$ cat src/sv/gszm_pkg.sv
// Shared types and constants for the GPS speed zone metrics block.
`timescale 1ns / 1ps

package gszm_pkg;

	localparam int SPEED_W = 16;
	localparam int TIME_W  = 32;
	localparam int DIST_W  = 48;
	localparam int AGE_W   = 16;
	localparam int SAT_W   = 6;
	localparam int HDOP_W  = 14;
	localparam int CFG_W   = 16;
	localparam int CFG_IDX_W = 3;
	localparam int ZONES   = 5;
	localparam int ZONE_W  = 3;
	localparam int IN_DATA_W  = 88;
	localparam int OUT_DATA_W = 344;

	localparam int MIN_SATS_DEF   = 4;
	localparam int MAX_AGE_MS_DEF = 1500;

	localparam logic [ZONE_W-1:0] ZONE_0   = 3'd0;
	localparam logic [ZONE_W-1:0] ZONE_1   = 3'd1;
	localparam logic [ZONE_W-1:0] ZONE_2   = 3'd2;
	localparam logic [ZONE_W-1:0] ZONE_3   = 3'd3;
	localparam logic [ZONE_W-1:0] ZONE_TOP = 3'd4;

	localparam logic [CFG_IDX_W-1:0] REG_MIN_SPEED  = 3'd0;
	localparam logic [CFG_IDX_W-1:0] REG_MAX_GAP    = 3'd1;
	localparam logic [CFG_IDX_W-1:0] REG_ZONE_ONE   = 3'd2;
	localparam logic [CFG_IDX_W-1:0] REG_ZONE_TWO   = 3'd3;
	localparam logic [CFG_IDX_W-1:0] REG_ZONE_THREE = 3'd4;
	localparam logic [CFG_IDX_W-1:0] REG_ZONE_FOUR  = 3'd5;
	localparam logic [CFG_IDX_W-1:0] REG_SPRINT_MIN = 3'd6;
	localparam logic [CFG_IDX_W-1:0] REG_MAX_HDOP   = 3'd7;

	localparam logic [DIST_W-1:0] DIST_MAX = {DIST_W{1'b1}};
	localparam logic [SPEED_W-1:0] COUNT_MAX = {SPEED_W{1'b1}};

	typedef struct packed {
		logic [SPEED_W-1:0] min_speed;
		logic [SPEED_W-1:0] max_gap;
		logic [SPEED_W-1:0] zone_one;
		logic [SPEED_W-1:0] zone_two;
		logic [SPEED_W-1:0] zone_three;
		logic [SPEED_W-1:0] zone_four;
		logic [SPEED_W-1:0] sprint_min;
		logic [HDOP_W-1:0]  max_hdop;
	} cfg_t;

	typedef struct packed {
		logic [TIME_W-1:0]  time_ms;
		logic [SPEED_W-1:0] speed_cms;
		logic               location_valid;
		logic [AGE_W-1:0]   fix_age_ms;
		logic [SAT_W-1:0]   sat_count;
		logic               hdop_valid;
		logic [HDOP_W-1:0]  hdop_centi;
	} fix_t;

	typedef struct packed {
		logic               fix_ok;
		logic [SPEED_W-1:0] speed;
		logic [ZONE_W-1:0]  zone;
	} qual_t;

	typedef struct packed {
		logic               fix_ok;
		logic               session_started;
		logic [SPEED_W-1:0] cur_speed_cms;
		logic [DIST_W-1:0]  total_dist;
		logic [DIST_W-1:0]  zone0_dist;
		logic [DIST_W-1:0]  zone1_dist;
		logic [DIST_W-1:0]  zone2_dist;
		logic [DIST_W-1:0]  zone3_dist;
		logic [DIST_W-1:0]  zone4_dist;
		logic [SPEED_W-1:0] top_speed_cms;
		logic [SPEED_W-1:0] sprint_total;
	} result_t;

	function automatic logic [DIST_W-1:0] sat_add(input logic [DIST_W-1:0] a,
		input logic [TIME_W-1:0] b);
		logic [DIST_W:0] s;
		s = {1'b0, a} + {{(DIST_W+1-TIME_W){1'b0}}, b};
		return s[DIST_W] ? DIST_MAX : s[DIST_W-1:0];
	endfunction

endpackage

$ cat src/sv/gszm_qualify.sv
// Fix qualification, speed floor and speed zone selection.
`timescale 1ns / 1ps

module gszm_qualify #(
	parameter int MIN_SATS   = gszm_pkg::MIN_SATS_DEF,
	parameter int MAX_AGE_MS = gszm_pkg::MAX_AGE_MS_DEF
) (
	input  gszm_pkg::fix_t  fix,
	input  gszm_pkg::cfg_t  cfg,
	output gszm_pkg::qual_t qual
);
	import gszm_pkg::*;

	localparam logic [SAT_W-1:0] MIN_SATS_V  = SAT_W'(MIN_SATS);
	localparam logic [AGE_W-1:0] MAX_AGE_V   = AGE_W'(MAX_AGE_MS);

	logic               hdop_ok;
	logic [SPEED_W-1:0] v;

	always_comb begin
		hdop_ok = !fix.hdop_valid || (fix.hdop_centi <= cfg.max_hdop);
		qual.fix_ok = fix.location_valid && (fix.fix_age_ms < MAX_AGE_V) &&
			(fix.sat_count >= MIN_SATS_V) && hdop_ok;
		v = (fix.speed_cms < cfg.min_speed) ? '0 : fix.speed_cms;
		qual.speed = qual.fix_ok ? v : '0;
		// The bounds are tested in order, so bounds out of order are kept as given.
		priority if (v < cfg.zone_one) begin
			qual.zone = ZONE_0;
		end else if (v < cfg.zone_two) begin
			qual.zone = ZONE_1;
		end else if (v < cfg.zone_three) begin
			qual.zone = ZONE_2;
		end else if (v < cfg.zone_four) begin
			qual.zone = ZONE_3;
		end else begin
			qual.zone = ZONE_TOP;
		end
	end

endmodule

$ cat src/sv/gszm_track.sv
// Session state: distance integration, zone sums, top speed and sprint count.
`timescale 1ns / 1ps

module gszm_track (
	input  logic                          clk,
	input  logic                          arst_n,
	input  logic                          update,
	input  logic [gszm_pkg::TIME_W-1:0]   now,
	input  gszm_pkg::qual_t               qual,
	input  gszm_pkg::cfg_t                cfg,
	output gszm_pkg::result_t             result
);
	import gszm_pkg::*;

	logic                started_q;
	logic [TIME_W-1:0]   last_time_q;
	logic [DIST_W-1:0]   total_q;
	logic [DIST_W-1:0]   zone_q [ZONES];
	logic [SPEED_W-1:0]  peak_q;
	logic [SPEED_W-1:0]  sprint_q;
	logic                in_top_q;
	logic                sprint_done_q;
	logic [TIME_W-1:0]   top_start_q;

	logic [TIME_W-1:0]   dt_raw;
	logic [SPEED_W-1:0]  dt;
	logic [TIME_W-1:0]   d;
	logic [DIST_W-1:0]   total_n;
	logic [DIST_W-1:0]   zone_n;
	logic [SPEED_W-1:0]  peak_n;
	logic [SPEED_W-1:0]  sprint_n;
	logic                in_top_n;
	logic                sprint_done_n;
	logic [TIME_W-1:0]   top_start_n;
	logic [TIME_W-1:0]   top_elapsed;
	logic                is_top;

	always_comb begin
		// On the first qualified fix the elapsed time is zero.
		dt_raw = started_q ? (now - last_time_q) : '0;
		dt = (dt_raw > {{(TIME_W-SPEED_W){1'b0}}, cfg.max_gap}) ? '0 : dt_raw[SPEED_W-1:0];
		d = qual.speed * dt;
		total_n = sat_add(total_q, d);
		zone_n = sat_add(zone_q[qual.zone], d);
		peak_n = (qual.speed > peak_q) ? qual.speed : peak_q;

		is_top = (qual.zone == ZONE_TOP);
		top_elapsed = now - top_start_q;
		sprint_n = sprint_q;
		in_top_n = in_top_q;
		sprint_done_n = sprint_done_q;
		top_start_n = top_start_q;
		if (is_top) begin
			if (!in_top_q) begin
				in_top_n = 1'b1;
				sprint_done_n = 1'b0;
				top_start_n = now;
			end else if (!sprint_done_q &&
				top_elapsed >= {{(TIME_W-SPEED_W){1'b0}}, cfg.sprint_min}) begin
				sprint_n = (sprint_q == COUNT_MAX) ? sprint_q : sprint_q + 1'b1;
				sprint_done_n = 1'b1;
			end
		end else begin
			in_top_n = 1'b0;
		end
	end

	always_ff @(posedge clk or negedge arst_n) begin
		if (!arst_n) begin
			started_q <= 1'b0;
			last_time_q <= '0;
			total_q <= '0;
			for (int i = 0; i < ZONES; i++) zone_q[i] <= '0;
			peak_q <= '0;
			sprint_q <= '0;
			in_top_q <= 1'b0;
			sprint_done_q <= 1'b0;
			top_start_q <= '0;
		end else if (update && qual.fix_ok) begin
			started_q <= 1'b1;
			last_time_q <= now;
			total_q <= total_n;
			zone_q[qual.zone] <= zone_n;
			peak_q <= peak_n;
			sprint_q <= sprint_n;
			in_top_q <= in_top_n;
			sprint_done_q <= sprint_done_n;
			top_start_q <= top_start_n;
		end
	end

	// Result of the current item, as seen after its own update.
	always_comb begin
		result.fix_ok = qual.fix_ok;
		result.session_started = started_q || qual.fix_ok;
		result.cur_speed_cms = qual.speed;
		result.total_dist = qual.fix_ok ? total_n : total_q;
		result.zone0_dist = (qual.fix_ok && qual.zone == ZONE_0) ? zone_n : zone_q[0];
		result.zone1_dist = (qual.fix_ok && qual.zone == ZONE_1) ? zone_n : zone_q[1];
		result.zone2_dist = (qual.fix_ok && qual.zone == ZONE_2) ? zone_n : zone_q[2];
		result.zone3_dist = (qual.fix_ok && qual.zone == ZONE_3) ? zone_n : zone_q[3];
		result.zone4_dist = (qual.fix_ok && qual.zone == ZONE_TOP) ? zone_n : zone_q[4];
		result.top_speed_cms = qual.fix_ok ? peak_n : peak_q;
		result.sprint_total = qual.fix_ok ? sprint_n : sprint_q;
	end

endmodule

$ cat src/sv/gps_speed_zone_metrics.sv
// Top level of the GPS speed zone metrics block.
// Usage:
// Fix reports enter on the s_axis channel, one request per report, and each
// report yields exactly one metrics result on the m_axis channel.
// Configuration registers are written through cfg_we, cfg_index and cfg_data
// while the block is idle; a write takes effect at the same clock edge.
// A request accepted at one edge is held in an input register; the session
// state update and the result register load happen together once the result
// register is empty or its result is being taken, so each result is registered.
// Throughput is one report per cycle: the input register advances whenever
// the result register is empty or its result is being taken in that cycle.
// The single 16x16 distance multiply and the two 48-bit saturating adds lie
// between the input register and the result register.
// When the receiver stalls, the result stays on m_axis_tdata, the input
// register fills, and s_axis_tready drops until the result is taken.
// Reset clears all accumulators, the session and sprint tracking, both
// valid flags, and loads every configuration register with its default.
`timescale 1ns / 1ps

module gps_speed_zone_metrics #(
	parameter int MIN_SATS   = gszm_pkg::MIN_SATS_DEF,
	parameter int MAX_AGE_MS = gszm_pkg::MAX_AGE_MS_DEF
) (
	input  logic                              clk,
	input  logic                              arst_n,
	input  logic                              s_axis_tvalid,
	output logic                              s_axis_tready,
	// time_ms, speed_cms, location_valid, fix_age_ms, sat_count, hdop_valid, hdop_centi
	input  logic [gszm_pkg::IN_DATA_W-1:0]    s_axis_tdata,
	output logic                              m_axis_tvalid,
	input  logic                              m_axis_tready,
	// fix_ok, session_started, cur_speed_cms, total_dist, zone0_dist .. zone4_dist,
	// top_speed_cms, sprint_total
	output logic [gszm_pkg::OUT_DATA_W-1:0]   m_axis_tdata,
	input  logic                              cfg_we,
	input  logic [gszm_pkg::CFG_IDX_W-1:0]    cfg_index,
	input  logic [gszm_pkg::CFG_W-1:0]        cfg_data
);
	import gszm_pkg::*;

	cfg_t    cfg_q;
	fix_t    fix_s1;
	logic    valid_s1;
	result_t result_s2;
	logic    valid_s2;
	qual_t   qual;
	result_t result;
	logic    out_free;
	logic    advance;

	always_ff @(posedge clk or negedge arst_n) begin
		if (!arst_n) begin
			cfg_q.min_speed  <= 16'd50;
			cfg_q.max_gap    <= 16'd2000;
			cfg_q.zone_one   <= 16'd194;
			cfg_q.zone_two   <= 16'd400;
			cfg_q.zone_three <= 16'd550;
			cfg_q.zone_four  <= 16'd700;
			cfg_q.sprint_min <= 16'd1000;
			cfg_q.max_hdop   <= 14'd500;
		end else if (cfg_we) begin
			unique case (cfg_index)
				REG_MIN_SPEED:  cfg_q.min_speed  <= cfg_data;
				REG_MAX_GAP:    cfg_q.max_gap    <= cfg_data;
				REG_ZONE_ONE:   cfg_q.zone_one   <= cfg_data;
				REG_ZONE_TWO:   cfg_q.zone_two   <= cfg_data;
				REG_ZONE_THREE: cfg_q.zone_three <= cfg_data;
				REG_ZONE_FOUR:  cfg_q.zone_four  <= cfg_data;
				REG_SPRINT_MIN: cfg_q.sprint_min <= cfg_data;
				REG_MAX_HDOP:   cfg_q.max_hdop   <= cfg_data[HDOP_W-1:0];
				default:        cfg_q <= cfg_q;
			endcase
		end
	end

	assign out_free = !valid_s2 || m_axis_tready;
	assign advance = valid_s1 && out_free;
	assign s_axis_tready = !valid_s1 || out_free;

	always_ff @(posedge clk or negedge arst_n) begin
		if (!arst_n) begin
			valid_s1 <= 1'b0;
			valid_s2 <= 1'b0;
		end else begin
			if (s_axis_tready) valid_s1 <= s_axis_tvalid;
			if (out_free) valid_s2 <= valid_s1;
		end
	end

	always_ff @(posedge clk) begin
		if (s_axis_tvalid && s_axis_tready) begin
			fix_s1.time_ms        <= s_axis_tdata[31:0];
			fix_s1.speed_cms      <= s_axis_tdata[47:32];
			fix_s1.location_valid <= s_axis_tdata[48];
			fix_s1.fix_age_ms     <= s_axis_tdata[64:49];
			fix_s1.sat_count      <= s_axis_tdata[70:65];
			fix_s1.hdop_valid     <= s_axis_tdata[71];
			fix_s1.hdop_centi     <= s_axis_tdata[85:72];
		end
		if (advance) result_s2 <= result;
	end

	gszm_qualify #(
		.MIN_SATS   (MIN_SATS),
		.MAX_AGE_MS (MAX_AGE_MS)
	) u_qualify (
		.fix  (fix_s1),
		.cfg  (cfg_q),
		.qual (qual)
	);

	gszm_track u_track (
		.clk    (clk),
		.arst_n (arst_n),
		.update (advance),
		.now    (fix_s1.time_ms),
		.qual   (qual),
		.cfg    (cfg_q),
		.result (result)
	);

	assign m_axis_tvalid = valid_s2;
	assign m_axis_tdata = {6'd0,
		result_s2.sprint_total,
		result_s2.top_speed_cms,
		result_s2.zone4_dist,
		result_s2.zone3_dist,
		result_s2.zone2_dist,
		result_s2.zone1_dist,
		result_s2.zone0_dist,
		result_s2.total_dist,
		result_s2.cur_speed_cms,
		result_s2.session_started,
		result_s2.fix_ok};

endmodule
$ cat config.mk
export PLATFORM = sky130hd
export DESIGN_NAME = gps_speed_zone_metrics
export DESIGN_NICKNAME = d
export VERILOG_FILES = /design/src/sv/gszm_pkg.sv /design/src/sv/gszm_qualify.sv /design/src/sv/gszm_track.sv /design/src/sv/gps_speed_zone_metrics.sv
export SDC_FILE = /design/constraint.sdc
export NUM_CORES = 2
export LEC_CHECK = 0
export ABC_AREA = 1
export BUFFER_PORTS_ARGS = -buffer_cell sky130_fd_sc_hd__buf_2
export CAP_MARGIN = 25
export CORE_MARGIN = 2
export CORE_UTILIZATION = 53
export DETAILED_ROUTE_END_ITERATION = 10
export PLACE_DENSITY = 0.75
export SETUP_SLACK_MARGIN = 0.1
export SLEW_MARGIN = 20
export SYNTH_ARGS = -nofsm -noshare
export SYNTH_HDL_FRONTEND = slang
export SYNTH_SLANG_ARGS = --single-unit
$ cat constraint.sdc
create_clock -name clk -period 10.8 [get_ports clk]
set_clock_uncertainty 0.15 [all_clocks]
set_input_delay 0.54 -clock clk [delete_from_list [all_inputs] [get_ports clk]]
set_output_delay 0.54 -clock clk [all_outputs]
set_load 0.02 [all_outputs]
==> out/metrics.yaml <==
status: "finished, violations left"
violations: "setup timing"
drv_slew: 0
critPathKind: "flip-flop to flip-flop"
r2r-start: "fix_s1[56]"
slew-limit-headroom: 0.168
rr_worst_depth: 63
grt.total_usage: 0.329
worstHoldPathCells: 3
cap_violations: 0
arrival_ns: 11.70
yosys.area.top_type: "edfxtp_1"
hold_path.class: "primary input to flip-flop"
path_clk_slew_ns: 0.07
vias: 52000
grt_setup_unrepaired: "yes"
drt_iter0_markers: 5897
cts_max_path_buffers: 3
die_w_um: 332
clk_latency_ns: 0.74
worst_path_largest_cell_delay_ns: 0.54
synth_seq_cells: 935
syn_area_um2: 57100
p_total_w: 0.0139
period_share: 1.05
finalHoldViolations: 0
tightest_slew_ns: 1.25
boundaryPins: 458
synth-main-ff-cell: "dfrtp_1"
cts_sinks: 935
r2r_end: "m_axis_tdata[54]"
cts_tree: "built"
core_area_um2: 107000
synth_area_leaders: "edfxtp_1 (22%), dfrtp_1 (21%), nand2_1 (11%)"
ys_seq_area_frac: 0.447
dr.pass1.iters: 7
tns_ns: -138.71
drive_gt1_frac: 0.276
synth_warnings: 0
pre_cts_slack_ns: -1.17
regToRegSetupSlack_ns: -0.58
ir_drop_mv: 0.134
cts_root_buffer: "clkbuf_16"
ant_nets: 0
die_area_um2: 110000
viasPerCell: 5.73
synth_edf_count: 420
start_util: 0.534
met1_usage: 0.421
yosysTopAreaCellShare: 0.221
met2_usage: 0.540
synth_cells: 6499
ys_types: 58
setup_viol: 574
cts_buffers: 97
die_h_um: 332
syn_to_final_growth_pct: 29.5
grt-ovfl-total: 0
period_needed_ns: 11.38
busiest_layer: "met2"
max_freq_ghz: 0.0878
grt_pass1_wl_um: 284000
critical_path.slowest_cell: "fa_1"
grt_antenna_before_repair: 5
met3_usage: 0.0677
p_leak_nw: 35.0
post-synth-top-count-cell: "nand2_1"
post-route-util: 0.692
nets: 8278
wl_per_cell_um: 21.0
dpl.hpwl_um: 126000
htreeDepth: 3
worstSetupEndpointType: "flip-flop"
drc: 0
synthArstFlopShare: 0.551
nFillCells: 7883
cp.required_ns: 11.12
crit_fanout: 7
routabilityCongestion: 0.960
grt_start_max_net_pins: 161
first_global_vias: 50000
worst_slack_ns: -0.585
synthTopCellsByCount: "nand2_1 (1656), inv_1 (721), o21ai_0 (494)"
rows: 120
worstSetupStartpointType: "flip-flop"
routed_wl_um: 190000
powerDensity_nw_per_um2: 188
numPortBuffers: 445
avgSynthCellArea_um2: 8.79
min_from: "cfg_data[0]"
hold_path_end: "cfg_q[0]"
==> layout make-up <==
cell class	instances	area (um2)	share of cell area
inverter	748	2830	0.0383
timing repair buffer	1258	9660	0.131
sequential	935	25500	0.345
clock buffer	124	2570	0.0347
clock inverter	60	737	0.00996
tap	1403	1760	0.0237
antenna	1	2.50	0.0000338
multi-input combinational	4557	30900	0.417
==> routing by layer <==
metal	wire length (um)	share of wire	up-vias
li1	-	-	23700
met1	71900	0.38	24800
met2	90100	0.47	2819
met3	18400	0.097	612
met4	9980	0.052	2
met5	13	0.000068	-
==> where the power goes <==
part	internal, W	leakage [nW]	switching [W]
logic	0.00230	22.9	0.00362
clock network	0.00199	1.60	0.00150
registers	0.00421	10.5	0.000251
==> flip-flops by register name, indices dropped and copies added, names as in the netlist <==
| signal | count |
|---|---|
| m_axis_tvalid | 1 |
| u_track.in_top_q | 1 |
| u_track.started_q | 1 |
| m_axis_tdata | 338 |
| u_track.last_time_q | 32 |
| u_track.peak_q | 16 |
| u_track.total_q | 48 |
| u_track.zone_q | 240 |
| cfg_q | 126 |
| u_track.sprint_q | 16 |
| valid_s1 | 1 |
| u_track.top_start_q | 32 |
| u_track.sprint_done_q | 1 |
| fix_s1 | 82 |
==> metrics by stage <==
step	std cells	hold slack, ns	instance area, um2
2_1_floorplan	6504	0.0944	57500
3_3_place_gp	8626	0.316	64600
3_5_place_dp	8626	0.323	64600
4_1_cts	8994	0.0488	71100
5_1_grt	9086	0.0729	74000
6_report	9086	0.0854	74000
==> logic make-up after synthesis <==
family / share of synthesized area
xor+xnor: 0.0224
flops: 0.447
fa+ha+maj: 0.151
simple gates: 0.192
buf+inv: 0.0696
compound gates: 0.118
other cells: 0.0000657
==> how the worst max path moves through the flow <==
| stage | startpoint | endpoint | slack, ns | cells after the start |
|---|---|---|---|---|
| after floorplan | u_track.last_time_q[0] | m_axis_tdata[37] | -0.05 | 62 |
| after global placement | u_track.last_time_q[0] | m_axis_tdata[60] | -0.90 | 58 |
| after detailed placement | u_track.last_time_q[0] | m_axis_tdata[60] | -1.17 | 58 |
| after CTS | fix_s1[56] | m_axis_tdata[64] | -0.22 | 66 |
| after global routing | fix_s1[56] | m_axis_tdata[54] | -1.10 | 61 |
| final | fix_s1[56] | m_axis_tdata[54] | -0.58 | 63 |
==> worst max-delay path, delay by kind of cell, from the launching register on <==
kind | cells | cell delay (ns)
and+or+nand+nor | 14 | 1.27
xor gates and xnor gates | 1 | 0.32
adders and majority gates | 10 | 4.04
buffers and inverters | 13 | 1.22
AOI/OAI and AO/OA | 25 | 3.64
DFF | 1 | 0.47
==> timing repair <==
item | CTS | global route
hold buffers | 97 | 0
gates cloned | 14 | 8
buffers inserted | 75 | 87
hold endpoints to repair | 197 | 0
pin swaps | 93 | 144
endpoints found under the setup margin | 576 | 576
gates resized for setup | 310 | 622
==> cells in the final DEF (no fill, tap or decap), types with 101 or more instances in the layout <==
cell type and instances:
edfxtp_1 420, o21ai_1 211, nor2_1 425, a21oi_1 247, nand3_1 125, inv_1 689
ha_1 337, nand2_1 1484, clkbuf_16 101, nand4_1 160, fa_1 185, o21ai_0 363
buf_2 445, o21ai_2 222, dfrtp_1 478, nand2_2 151, buf_4 568
No activity file was read; power rests on OpenSTA's default activity.
